## config.mk

```make
export PLATFORM = sky130hd
export DESIGN_NAME = actuated_traffic_light_controller_top
export DESIGN_NICKNAME = d
export VERILOG_FILES = /design/src/hdl/atlc_pkg.sv /design/src/hdl/actuated_traffic_light_controller_top.sv /design/src/hdl/atlc_ctrl.sv /design/src/hdl/atlc_dp.sv
export VERILOG_INCLUDE_DIRS = /design/src /design/src/hdl
export SDC_FILE = /design/constraint.sdc
export NUM_CORES = 1
export LEC_CHECK = 0
export BUFFER_PORTS_ARGS = -buffer_cell sky130_fd_sc_hd__buf_2
export CORE_ASPECT_RATIO = 0.5
export CORE_MARGIN = 4
export CORE_UTILIZATION = 35
export CTS_BUF_LIST = sky130_fd_sc_hd__clkbuf_2
export DETAILED_ROUTE_END_ITERATION = 7
export GPL_TIMING_DRIVEN = 1
export PLACE_DENSITY = 0.56
export SLEW_MARGIN = 20
export SYNTH_ARGS = -nofsm -noshare
export SYNTH_HDL_FRONTEND = slang
export SYNTH_HIERARCHICAL = 1
export SYNTH_SLANG_ARGS = --single-unit
```

## constraint.sdc

```tcl
create_clock -name clk -period 15.2 [get_ports clk]
set_input_delay 1.52 -clock clk [delete_from_list [all_inputs] [get_ports clk]]
set_output_delay 1.52 -clock clk [all_outputs]
set_load 0.03 [all_outputs]
```

## src/hdl/actuated_traffic_light_controller_top_macros.svh

```systemverilog
// Assertion macros for the actuated traffic light controller.
// Included by the top level; depends on nothing else.
`ifndef ACTUATED_TRAFFIC_LIGHT_CONTROLLER_TOP_MACROS_SVH
`define ACTUATED_TRAFFIC_LIGHT_CONTROLLER_TOP_MACROS_SVH

// Same-cycle implication, disabled while reset is asserted.
`define ATLC_ASSERT_IMPL(lbl, ck, rst_n, ante, cons, msg) \
	lbl: assert property (@(posedge ck) disable iff (!rst_n) (ante) |-> (cons)) \
		else $error(msg);

// Next-cycle implication, disabled while reset is asserted.
`define ATLC_ASSERT_NEXT(lbl, ck, rst_n, ante, cons, msg) \
	lbl: assert property (@(posedge ck) disable iff (!rst_n) (ante) |=> (cons)) \
		else $error(msg);

`endif

```

## src/hdl/atlc_pkg.sv

```systemverilog
// Shared types, codes and constants of the actuated traffic light controller.
// Used by the controller, the datapath and the top level; depends on nothing.
package atlc_pkg;

	localparam int TIME_BITS_DEF = 21;
	localparam int DUR_W = 20;
	localparam int CYC_W = 22;
	localparam int DT_W = 16;
	localparam int DEM_W = 4;
	localparam int IDX_W = 3;
	localparam int PH_W = 2;
	localparam int LIGHT_W = 2;

	localparam logic [DUR_W-1:0] NS_GREEN_RST = DUR_W'(30000);
	localparam logic [DUR_W-1:0] EW_GREEN_RST = DUR_W'(30000);
	localparam logic [DUR_W-1:0] ORANGE_RST = DUR_W'(3000);
	localparam logic [DUR_W-1:0] MIN_GREEN_RST = DUR_W'(5000);
	localparam logic [DUR_W-1:0] MAX_RED_RST = DUR_W'(60000);

	localparam logic [IDX_W-1:0] REG_NS_GREEN = 3'd0;
	localparam logic [IDX_W-1:0] REG_EW_GREEN = 3'd1;
	localparam logic [IDX_W-1:0] REG_ORANGE = 3'd2;
	localparam logic [IDX_W-1:0] REG_MIN_GREEN = 3'd3;
	localparam logic [IDX_W-1:0] REG_MAX_RED = 3'd4;

	localparam logic [PH_W-1:0] PH_NS_GREEN = 2'd0;
	localparam logic [PH_W-1:0] PH_NS_ORANGE = 2'd1;
	localparam logic [PH_W-1:0] PH_EW_GREEN = 2'd2;
	localparam logic [PH_W-1:0] PH_EW_ORANGE = 2'd3;

	localparam logic [LIGHT_W-1:0] LIGHT_RED = 2'd0;
	localparam logic [LIGHT_W-1:0] LIGHT_ORANGE = 2'd1;
	localparam logic [LIGHT_W-1:0] LIGHT_GREEN = 2'd2;

	typedef enum logic [2:0] {
		ST_IDLE,
		ST_ADJ,
		ST_CHK,
		ST_MOD,
		ST_STEP
	} state_t;

	typedef struct packed {
		logic load;
		logic adjust;
		logic mod_start;
		logic mod_step;
		logic advance;
		logic publish;
	} cmd_t;

	typedef struct packed {
		logic need_mod;
		logic mod_last;
		logic step_more;
	} stat_t;

endpackage

```

## src/hdl/actuated_traffic_light_controller_top.sv

```systemverilog
// Top level of the actuated traffic light controller: controller, datapath
// and the result register. Depends on atlc_pkg, atlc_ctrl, atlc_dp and the
// assertion macro header.
//
//   Channel  Direction  Signals
//   in       sink       in_valid, in_ready, dt_ms, demand
//   out      source     out_valid, out_ready, phase, ns_light, ew_light
//   cfg      sink       cfg_valid, cfg_ready, cfg_index, cfg_data
//
// A tick loads the inputs, adjusts and checks the timer, then takes its
// phase steps one at a time. A phase timer that reaches a full cycle is
// first reduced by a bit-serial modulo unit, one remainder bit per cycle.
// Reset clears the phase to north-south green and all timers to zero.
// A result waits in the output register while the next tick is accepted.
// Configuration writes are taken in every cycle.
`include "actuated_traffic_light_controller_top_macros.svh"

module actuated_traffic_light_controller_top
	import atlc_pkg::*;
#(
	parameter int TIME_BITS = TIME_BITS_DEF
) (
	input  logic               clk,
	input  logic               arst_n,
	input  logic               in_valid,
	output logic               in_ready,
	input  logic [DT_W-1:0]    dt_ms,
	input  logic [DEM_W-1:0]   demand,
	output logic               out_valid,
	input  logic               out_ready,
	output logic [PH_W-1:0]    phase,
	output logic [LIGHT_W-1:0] ns_light,
	output logic [LIGHT_W-1:0] ew_light,
	input  logic               cfg_valid,
	output logic               cfg_ready,
	input  logic [IDX_W-1:0]   cfg_index,
	input  logic [DUR_W-1:0]   cfg_data
);

	cmd_t            cmd;
	stat_t           stat;
	logic [PH_W-1:0] dp_phase;
	logic            out_valid_q;
	logic [PH_W-1:0] phase_q;
	logic            out_free;

	function automatic logic [LIGHT_W-1:0] light_of(input logic [PH_W-1:0] ph,
		input logic [PH_W-1:0] green_ph);
		if (ph == green_ph) begin
			return LIGHT_GREEN;
		end else if (ph == green_ph + PH_W'(1)) begin
			return LIGHT_ORANGE;
		end
		return LIGHT_RED;
	endfunction

	assign out_free = !out_valid_q || out_ready;
	assign cfg_ready = 1'b1;

	atlc_ctrl u_ctrl (
		.clk      (clk),
		.arst_n   (arst_n),
		.in_valid (in_valid),
		.in_ready (in_ready),
		.out_free (out_free),
		.stat     (stat),
		.cmd      (cmd)
	);

	atlc_dp #(
		.TIME_BITS (TIME_BITS)
	) u_dp (
		.clk       (clk),
		.arst_n    (arst_n),
		.dt_ms     (dt_ms),
		.demand    (demand),
		.cfg_we    (cfg_valid),
		.cfg_index (cfg_index),
		.cfg_data  (cfg_data),
		.cmd       (cmd),
		.stat      (stat),
		.cur_phase (dp_phase)
	);

	always_ff @(posedge clk or negedge arst_n) begin
		if (!arst_n) begin
			out_valid_q <= 1'b0;
		end else if (cmd.publish) begin
			out_valid_q <= 1'b1;
		end else if (out_ready) begin
			out_valid_q <= 1'b0;
		end
	end

	always_ff @(posedge clk) begin
		if (cmd.publish) begin
			phase_q <= dp_phase;
		end
	end

	assign out_valid = out_valid_q;
	assign phase = phase_q;
	assign ns_light = light_of(phase_q, PH_NS_GREEN);
	assign ew_light = light_of(phase_q, PH_EW_GREEN);

	`ATLC_ASSERT_NEXT(a_busy_after_accept, clk, arst_n, in_valid && in_ready, !in_ready, "Input ready stayed high right after a transfer.")
	`ATLC_ASSERT_IMPL(a_publish_slot_free, clk, arst_n, cmd.publish, !out_valid_q || out_ready, "A result was published over one not yet transferred.")
	`ATLC_ASSERT_IMPL(a_one_axis_moving, clk, arst_n, out_valid, ns_light == LIGHT_RED || ew_light == LIGHT_RED, "Both axes show a non-red light.")

endmodule

```

## src/hdl/atlc_ctrl.sv

```systemverilog
// Controller state machine of the actuated traffic light controller.
// Sequences load, adjust, modulo and phase steps; depends on atlc_pkg.
module atlc_ctrl
	import atlc_pkg::*;
(
	input  logic  clk,
	input  logic  arst_n,
	input  logic  in_valid,
	output logic  in_ready,
	input  logic  out_free,
	input  stat_t stat,
	output cmd_t  cmd
);

	state_t state_q;
	state_t state_nxt;

	always_ff @(posedge clk or negedge arst_n) begin
		if (!arst_n) begin
			state_q <= ST_IDLE;
		end else begin
			state_q <= state_nxt;
		end
	end

	always_comb begin
		state_nxt = state_q;
		cmd = '0;
		in_ready = 1'b0;
		case (state_q)
			ST_IDLE: begin
				in_ready = 1'b1;
				if (in_valid) begin
					cmd.load = 1'b1;
					state_nxt = ST_ADJ;
				end
			end
			ST_ADJ: begin
				cmd.adjust = 1'b1;
				state_nxt = ST_CHK;
			end
			ST_CHK: begin
				if (stat.need_mod) begin
					cmd.mod_start = 1'b1;
					state_nxt = ST_MOD;
				end else begin
					state_nxt = ST_STEP;
				end
			end
			ST_MOD: begin
				cmd.mod_step = 1'b1;
				if (stat.mod_last) begin
					state_nxt = ST_STEP;
				end
			end
			ST_STEP: begin
				if (stat.step_more) begin
					cmd.advance = 1'b1;
				end else if (out_free) begin
					cmd.publish = 1'b1;
					state_nxt = ST_IDLE;
				end
			end
			default: begin
				state_nxt = ST_IDLE;
			end
		endcase
	end

endmodule

```

## src/hdl/atlc_dp.sv

```systemverilog
// Datapath of the actuated traffic light controller: registers, timers,
// hold and early-end logic, a bit-serial modulo unit and the phase stepper.
// Depends on atlc_pkg.
module atlc_dp
	import atlc_pkg::*;
#(
	parameter int TIME_BITS = TIME_BITS_DEF
) (
	input  logic             clk,
	input  logic             arst_n,
	input  logic [DT_W-1:0]  dt_ms,
	input  logic [DEM_W-1:0] demand,
	input  logic             cfg_we,
	input  logic [IDX_W-1:0] cfg_index,
	input  logic [DUR_W-1:0] cfg_data,
	input  cmd_t             cmd,
	output stat_t            stat,
	output logic [PH_W-1:0]  cur_phase
);

	localparam int TMR_W = (TIME_BITS > DUR_W) ? TIME_BITS : DUR_W;
	localparam int CMP_W = (TMR_W > CYC_W) ? TMR_W : CYC_W;
	localparam int CNT_W = $clog2(TMR_W);
	localparam logic [TMR_W:0] TMR_MAX_X =
		{{(TMR_W + 1 - TIME_BITS){1'b0}}, {TIME_BITS{1'b1}}};
	localparam logic [CNT_W-1:0] CNT_TOP = CNT_W'(TMR_W - 1);

	logic [DUR_W-1:0] ns_green_q;
	logic [DUR_W-1:0] ew_green_q;
	logic [DUR_W-1:0] orange_q;
	logic [DUR_W-1:0] min_green_q;
	logic [DUR_W-1:0] max_red_q;

	logic [PH_W-1:0]      phase_q;
	logic [TMR_W-1:0]     timer_q;
	logic [TIME_BITS-1:0] ns_red_q;
	logic [TIME_BITS-1:0] ew_red_q;
	logic                 ns_dem_q;
	logic                 ew_dem_q;
	logic [CYC_W-1:0]     cycle_q;
	logic [TMR_W-1:0]     div_q;
	logic [CYC_W-1:0]     rem_q;
	logic [CNT_W-1:0]     cnt_q;

	logic [DUR_W-1:0]     d_ns_green;
	logic [DUR_W-1:0]     d_ew_green;
	logic [DUR_W-1:0]     d_orange;
	logic [DUR_W-1:0]     dur;
	logic [TMR_W:0]       timer_sum;
	logic [TMR_W-1:0]     timer_add;
	logic [TIME_BITS:0]   ns_red_sum;
	logic [TIME_BITS:0]   ew_red_sum;
	logic [TIME_BITS-1:0] ns_red_add;
	logic [TIME_BITS-1:0] ew_red_add;
	logic [CMP_W-1:0]     timer_x;
	logic [CMP_W-1:0]     dur_x;
	logic [CMP_W-1:0]     held_x;
	logic [CMP_W-1:0]     adj_x;
	logic                 hold;
	logic                 early;
	logic [CYC_W-1:0]     cycle_sum;
	logic [CYC_W:0]       shifted;
	logic [CYC_W:0]       diff;
	logic [CYC_W-1:0]     rem_nxt;

	function automatic logic [DUR_W-1:0] nonzero(input logic [DUR_W-1:0] v);
		return (v == '0) ? DUR_W'(1) : v;
	endfunction

	assign d_ns_green = nonzero(ns_green_q);
	assign d_ew_green = nonzero(ew_green_q);
	assign d_orange = nonzero(orange_q);

	always_comb begin
		case (phase_q)
			PH_NS_GREEN: dur = d_ns_green;
			PH_EW_GREEN: dur = d_ew_green;
			default:     dur = d_orange;
		endcase
	end

	assign timer_sum = {1'b0, timer_q} + (TMR_W + 1)'(dt_ms);
	assign timer_add = (timer_sum > TMR_MAX_X) ? TMR_MAX_X[TMR_W-1:0] : timer_sum[TMR_W-1:0];
	assign ns_red_sum = {1'b0, ns_red_q} + (TIME_BITS + 1)'(dt_ms);
	assign ew_red_sum = {1'b0, ew_red_q} + (TIME_BITS + 1)'(dt_ms);
	assign ns_red_add = ns_red_sum[TIME_BITS] ? '1 : ns_red_sum[TIME_BITS-1:0];
	assign ew_red_add = ew_red_sum[TIME_BITS] ? '1 : ew_red_sum[TIME_BITS-1:0];

	assign timer_x = CMP_W'(timer_q);
	assign dur_x = CMP_W'(dur);

	always_comb begin
		hold = ((phase_q == PH_NS_GREEN) && ns_dem_q && !ew_dem_q) ||
			((phase_q == PH_EW_GREEN) && ew_dem_q && !ns_dem_q);
		held_x = (hold && (timer_x >= dur_x)) ? (dur_x - CMP_W'(1)) : timer_x;
		early = 1'b0;
		if (held_x >= CMP_W'(min_green_q)) begin
			if (phase_q == PH_NS_GREEN) begin
				early = (ew_dem_q && (CMP_W'(ew_red_q) >= CMP_W'(max_red_q))) ||
					(!ns_dem_q && ew_dem_q);
			end else if (phase_q == PH_EW_GREEN) begin
				early = (ns_dem_q && (CMP_W'(ns_red_q) >= CMP_W'(max_red_q))) ||
					(!ew_dem_q && ns_dem_q);
			end
		end
		adj_x = early ? dur_x : held_x;
	end

	assign cycle_sum = CYC_W'(d_ns_green) + CYC_W'(d_orange) + CYC_W'(d_ew_green) +
		CYC_W'(d_orange);

	assign shifted = {rem_q, div_q[TMR_W-1]};
	assign diff = shifted - {1'b0, cycle_q};
	assign rem_nxt = (shifted >= {1'b0, cycle_q}) ? diff[CYC_W-1:0] : shifted[CYC_W-1:0];

	assign stat.need_mod = timer_x >= CMP_W'(cycle_q);
	assign stat.mod_last = cnt_q == '0;
	assign stat.step_more = timer_x >= dur_x;
	assign cur_phase = phase_q;

	always_ff @(posedge clk or negedge arst_n) begin
		if (!arst_n) begin
			ns_green_q <= NS_GREEN_RST;
			ew_green_q <= EW_GREEN_RST;
			orange_q <= ORANGE_RST;
			min_green_q <= MIN_GREEN_RST;
			max_red_q <= MAX_RED_RST;
		end else if (cfg_we) begin
			case (cfg_index)
				REG_NS_GREEN:  ns_green_q <= cfg_data;
				REG_EW_GREEN:  ew_green_q <= cfg_data;
				REG_ORANGE:    orange_q <= cfg_data;
				REG_MIN_GREEN: min_green_q <= cfg_data;
				REG_MAX_RED:   max_red_q <= cfg_data;
				default: begin
				end
			endcase
		end
	end

	always_ff @(posedge clk or negedge arst_n) begin
		if (!arst_n) begin
			phase_q <= PH_NS_GREEN;
			timer_q <= '0;
			ns_red_q <= '0;
			ew_red_q <= '0;
		end else begin
			if (cmd.load) begin
				timer_q <= timer_add;
				ns_red_q <= (phase_q >= PH_EW_GREEN) ? ns_red_add : '0;
				ew_red_q <= (phase_q <= PH_NS_ORANGE) ? ew_red_add : '0;
			end else if (cmd.adjust) begin
				timer_q <= TMR_W'(adj_x);
			end else if (cmd.mod_step && stat.mod_last) begin
				timer_q <= TMR_W'(rem_nxt);
			end else if (cmd.advance) begin
				timer_q <= TMR_W'(timer_x - dur_x);
				phase_q <= phase_q + PH_W'(1);
			end
		end
	end

	always_ff @(posedge clk) begin
		if (cmd.load) begin
			ns_dem_q <= |demand[1:0];
			ew_dem_q <= |demand[3:2];
		end
		if (cmd.adjust) begin
			cycle_q <= cycle_sum;
		end
		if (cmd.mod_start) begin
			div_q <= timer_q;
			rem_q <= '0;
			cnt_q <= CNT_TOP;
		end else if (cmd.mod_step) begin
			div_q <= div_q << 1;
			rem_q <= rem_nxt;
			cnt_q <= cnt_q - CNT_W'(1);
		end
	end

endmodule
```

* Word-level counts from Yosys, hierarchy flattened
Cells that the tools add are included.
Cells by class: $lt $le $gt $ge 9, $add $sub $neg 11, equality and inequality tests 16, reduce and logical (&&, ||, !) cells 37, muxes and demuxes 50, bitwise operators 3
Operators by type and width (number):
- 21-bit two-way mux | 12
- 21-bit by 16-bit adder with 22-bit output | 3
- 21-bit by 20-bit >= comparator with 1-bit output | 3
- 20-bit zero test | 3
- 20-bit two-way mux | 3
- 22-bit by 20-bit adder with 22-bit output | 2
- 22-bit two-way mux | 2
- 20-bit case mux with 2 select lines | 1
- 23-bit by 22-bit >= comparator with 1-bit output | 1
- 21-bit by 22-bit >= comparator with 1-bit output | 1
- 22-bit by 20-bit >= comparator with 1-bit output | 1
- 22-bit by 21-bit greater-than comparator with 1-bit output (second input constant) | 1
- 22-bit subtractor | 1
- 20-bit by 20-bit adder with 21-bit output | 1
- 20-bit by 1-bit subtractor with 21-bit output (second input constant) | 1
- 21-bit by 20-bit subtractor with 21-bit output | 1
- 1-bit two-way mux | 19
- 3-bit two-way mux | 5
- 3-bit case mux with 5 select lines | 1
- 2-bit two-way mux | 7
- 3-bit by 2-bit == test with 1-bit output (second input constant) | 4
- 1-bit logical AND | 10
- 2-bit AND reduction | 5
- 4-bit AND reduction | 2
- 19 further kinds | 36
Word-level totals: word-level logic and storage cells 144, output and inout bits 9, flip-flop bits (word level) 243

* Depth between registers and ports, before layout
depth in word-level cells 11, gate-level depth with buffers 30

* Modules after synthesis
The synthesis kept the hierarchy.
Modules (own cells, without submodules):
- atlc_dp | sequential area each 6062.1 µm², area each 18549.0 µm², cells an instance 2073, instances 1
- atlc_ctrl | sequential area each 75.1 µm², area each 219.0 µm², cells an instance 25, instances 1
- actuated_traffic_light_controller_top | sequential area each 85.1 µm², area each 135.1 µm², cells an instance 11, instances 1

* Worst setup path after synthesis
OpenSTA, ideal clock, no wires.
kind reg-to-reg, from register u_dp.phase_q[1], in the netlist u_dp/cur_phase[1], to register u_dp.timer_q[8], setup time 136 ps, slack 9554 ps, clock period less this slack 5646 ps, arrival 5510 ps, cell stages (with the launch flop) 28, cell sequence dfrtp_1 -> inv_1 -> ha_1 -> buf_6 -> clkbuf_1 -> a22oi_1 -> a21boi_0 -> inv_1 -> ha_1 -> nor2b_1 -> o31ai_1 -> a21o_1 -> a211o_2 -> a31oi_4 -> buf_2 -> mux2_2 -> ha_1 -> or4_1 -> o221ai_1 -> a21oi_1 -> a211o_1 -> buf_4 -> and2_4 -> buf_6 -> buf_6 -> o21a_1 -> o221ai_1 -> a21oi_1
On the way: cells in the longest elaborated chain, start to end 11, elaborated cells on any way between the ends 25, those cells by class add/sub (2); order compare (2); eq/ne (1); mux (12); reduce/logical (8)
Ends and longest elaborated chain:
- start: declaration | RTL line atlc_dp.sv:34 | logic [PH_W-1:0] phase_q;
- start signal: assignment | RTL line atlc_dp.sv:158 | phase_q <= phase_q + PH_W'(1);
- branches (longest 11 deep; another with 22-bit by 20-bit >= comparator with 1-bit output)
- end signal: assignment | RTL line atlc_dp.sv:149 | timer_q <= timer_add;
- end signal: assignment | RTL line atlc_dp.sv:153 | timer_q <= TMR_W'(adj_x);
- end signal: assignment | RTL line atlc_dp.sv:155 | timer_q <= TMR_W'(rem_nxt);
- end: declaration | RTL line atlc_dp.sv:35 | logic [TMR_W-1:0] timer_q;
Parallel ways; which one is timed is not known. The select of a mux whose other input is x is not followed. A chain may end at the register's enable or synchronous reset.

* Worst setup path in the final report
from register u_dp.phase_q[1], in the netlist u_dp/cur_phase[1], to register u_dp.timer_q[3]
The elaborated chain is that of the path after synthesis.

==> impl_metrics.yaml <==
worst_setup_path:
  cp-end-kind: "flop"
  worst_ep_required_time_ps: 15990
  cp_slowest_cell: "a31oi_4"
  critical_path.cell_chain: "inv_1 > ha_1 > buf_4 > nor2_1 > buf_4 > a21oi_1 > ha_1 > and3_1 > and4_1 > o2111ai_2 > a211o_2 > a31oi_4 > mux2_2 > ha_1 > a2111oi_0 > o211a_1 > a21oi_1 > a211o_1 > and2_4 > o21a_1 > a311oi_1 > o21ai_1"
  critPathArrivalTime_ps: 7830
  start_kind: "flop"
  critPathKind: "reg -> reg"
  worst-path-max-fanout: 28
  crit_top_cell: "ha_1"
  crit_path_max_incr_delay_ps: 720
routing:
  firstDrtPassIters: 5
  routedWlPerCell_um: 21.3
  drc_errors: 0
  antenna_left: 0
  routed_wl_um: 62700
  drt_iter0_markers: 1413
  num_vias: 16500
  vias_per_cell: 5.62
pwr:
  leakage_nw: 9.29
  powerDensity_nw_per_um2: 256
  vdd_drop_max_v: 0.0000863
  power_w: 0.00529
outcome:
  status: "completed"
finish:
  final_nets: 2454
  syn2layout_area_growth_pct: 9.15
  drive_gt1_share_pct: 14.2
clock_network:
  clk_pin_slew_ps: 110
  insertion_delay_ps: 910
  ctsLongestPathBuffers: 3
  cts.sinks: 243
  cts_tree: "yes"
  cts_hold_buffers: 0
  cts_made_buffers: 66
  cts_resized: 0
  post_cts_buffers: 0
  cts_root_buffer: "clkbuf_2"
  h-tree-depth: 3
die:
  die_h_um: 172
  die_w_um: 337
  row_count: 59
  start_util_pct: 35.9
  core_sq_um: 52700
  fp.dieArea_sq_um: 58000
  io-pin-count: 57
sta:
  skew_ps: 58.9
  rsz0062_at_grt: "no"
  drv_slew: 0
  period_share_pct: 46.3
  hold_violations: 0
  fmax_ghz: 0.142
  setup_slack_ps: 8160
  setup-tns-final_ps: 0
  period_needed_ps: 7040
  setup_viol: 0
  slew_headroom_pct: 29.5
  worstMarginPinSlew_ps: 1060
synthesis:
  ys_warn_count: 6
  synthArstFlopShare_pct: 69.5
  synth.top_cell.area_share_pct: 18.0
  syn_area_per_cell_sq_um: 8.96
  netlist_instances: 2109
  yosysUniqueCellTypes: 90
  synth.yosys.seq_area_share_pct: 32.9
  synth_area_leaders: "dfrtp_1 (18%), ha_1 (13%), edfxtp_1 (7.5%), dfstp_2 (4.6%), o21ai_0 (4.3%)"
  synth_edf_count: 47
  yosys.area.top_type: "dfrtp_1"
  ys.flop_type: "dfrtp_1"
  syn-num-nets: 2378
  synthTopCellsByCount: "inv_1 (212), ha_1 (196), nand2_1 (178)"
  ys_ff_latch: 243
  synth_most_common_cell: "inv_1"
  syn_area_sq_um: 18900
grt:
  grt_max_degree: 93
  grt_pass1_vias: 15500
  grtUsageTotal_pct: 21.4
  grt_pass1_wl_um: 94800
  grt_overflow_total: 0
  antenna_found_initial: 1
place:
  dp_slack_ps: 8390
  globalplace.congestion: 0.940
  io_buffers: 55
  dp_hpwl_um: 48000
flow_run:
  maxCapViolCount: 0
min_path:
  hp-class: "reg -> reg"
==> flip-flops by register name (all words and copies together), names as in the netlist <==
register          cells
u_dp/ns_green_q      20
u_dp/cur_phase        2
u_dp/orange_q        20
phase                 2
u_dp/ew_green_q      20
u_dp/rem_q           22
u_dp/ns_red_q        21
u_dp/cycle_q         22
u_dp/min_green_q     20
u_dp/max_red_q       20
u_dp/cnt_q            5
u_dp/ew_red_q        21
u_ctrl/state_q        3
out_valid             1
u_dp/ns_dem_q         1
u_dp/ew_dem_q         1
u_dp/timer_q         21
u_dp/div_q           21
==> area by class of cell <==
type	count	area, sq um
diodes	1	2.50
clock buffers	99	495
clock inverters	21	139
fillers	5446	32100
inverters	213	800
multi-input cells	1580	11600
flip-flops and latches	243	6220
well taps	701	877
repair buffers	81	480
==> final timing paths <==
kind,startpoint,slack [ps],cells past startpoint,to
setup / recovery,u_dp/cur_phase[1]$_DFFE_PN0P_,8160,22,u_dp/timer_q[3]$_DFFE_PN0P_
hold / removal,u_dp/rem_q[19]$_SDFFE_PP0P_,510,2,u_dp/rem_q[19]$_SDFFE_PP0P_
setup reg to reg,u_dp/cur_phase[1]$_DFFE_PN0P_,8160,22,u_dp/timer_q[3]$_DFFE_PN0P_
hold reg to reg,u_dp/rem_q[19]$_SDFFE_PP0P_,510,2,u_dp/rem_q[19]$_SDFFE_PP0P_
max in group asynchronous,arst_n,13170,2,u_dp/max_red_q[3]$_DFFE_PN0P_
min in group asynchronous,arst_n,720,1,u_dp/ew_red_q[19]$_DFFE_PN0P_
==> routing by layer <==
layer | wire, um | vias to the layer above | GRT usage [%] | part of all wire (%)
met2 | 26000 | 569 | 31.5 | 41
met5 | 0 | - | 0 | 0
met4 | 1410 | 0 | 5.98 | 2.3
met3 | 4400 | 88 | 4.00 | 7.0
met1 | 30900 | 8017 | 31.9 | 49
li1 | - | 7830 | - | -
==> power breakdown <==
group | total [W] | internal [W] | switching [W]
clock network | 0.000512 | 0.000208 | 0.000304
registers | 0.00119 | 0.000955 | 0.000238
logic | 0.00358 | 0.00144 | 0.00214
total | 0.00529 | 0.00260 | 0.00269
==> cells in the final DEF (no fill, tap or decap), types with 13 or more instances in the layout <==
| cell | synthesis | routed |
|---|---|---|
| dfrtp_1 | 136 | 136 |
| a21o_1 | 55 | 55 |
| o21ai_0 | 164 | 164 |
| dfxtp_1 | 27 | 27 |
| ha_1 | 196 | 196 |
| nor3_1 | 39 | 38 |
| nand2_1 | 178 | 178 |
| mux2i_1 | 17 | 17 |
| nand2b_1 | 19 | 19 |
| xnor2_1 | 69 | 69 |
| a211oi_1 | 40 | 40 |
| nor2b_1 | 18 | 18 |
| clkbuf_2 | 0 | 99 |
| o21ai_1 | 13 | 13 |
| a31oi_1 | 19 | 19 |
| inv_1 | 212 | 212 |
| nor4_1 | 15 | 14 |
| nand3_1 | 41 | 41 |
| o211ai_1 | 18 | 18 |
| buf_2 | 10 | 54 |
| a221o_1 | 17 | 17 |
| a22o_1 | 20 | 20 |
| a21oi_1 | 120 | 120 |
| nor2_1 | 134 | 134 |
| xor2_1 | 32 | 32 |
| dfstp_2 | 33 | 33 |
| clkinv_1 | 1 | 14 |
| nand4_1 | 14 | 14 |
| o21a_1 | 39 | 39 |
| edfxtp_1 | 47 | 47 |
| buf_4 | 2 | 25 |
| o221ai_1 | 19 | 19 |
| fa_1 | 25 | 25 |
| mux2_2 | 59 | 59 |
==> per-stage QoR <==
| stage | instances | util [%] | hold WS (ps) | cell area, sq um |
|---|---|---|---|---|
| finish | 2939 | 39.1 | 506 | 20600 |
| global route | 2939 | 39.1 | 531 | 20600 |
| CTS | 2938 | 39.1 | 507 | 20600 |
| detailed placement | 2818 | 37.9 | 490 | 20000 |
| global placement | 2818 | 37.9 | 482 | 20000 |
| floorplan | 2109 | - | 463 | 18900 |
==> critical path: cells and delay by family (launching register included) <==
kind | cells | cell delay [ps]
AO/OA/AOI/OAI | 11 | 3750
multiplexers | 1 | 430
adder cells (fa/ha/maj) | 3 | 660
buffers and inverters | 3 | 650
flip-flops | 1 | 440
AND/OR/NAND/NOR | 4 | 940
==> kinds of logic after synthesis <==
logic type | count (synthesis) | synth area share, %
flops | 243 | 32.9
simple gates | 536 | 13.6
buf+inv | 286 | 6.00
fa+ha+maj | 223 | 15.7
other cells | 1 | 0.0198
mux | 76 | 4.41
xor+xnor | 101 | 4.68
compound gates | 643 | 22.7
(Power assumes the default switching activity.)
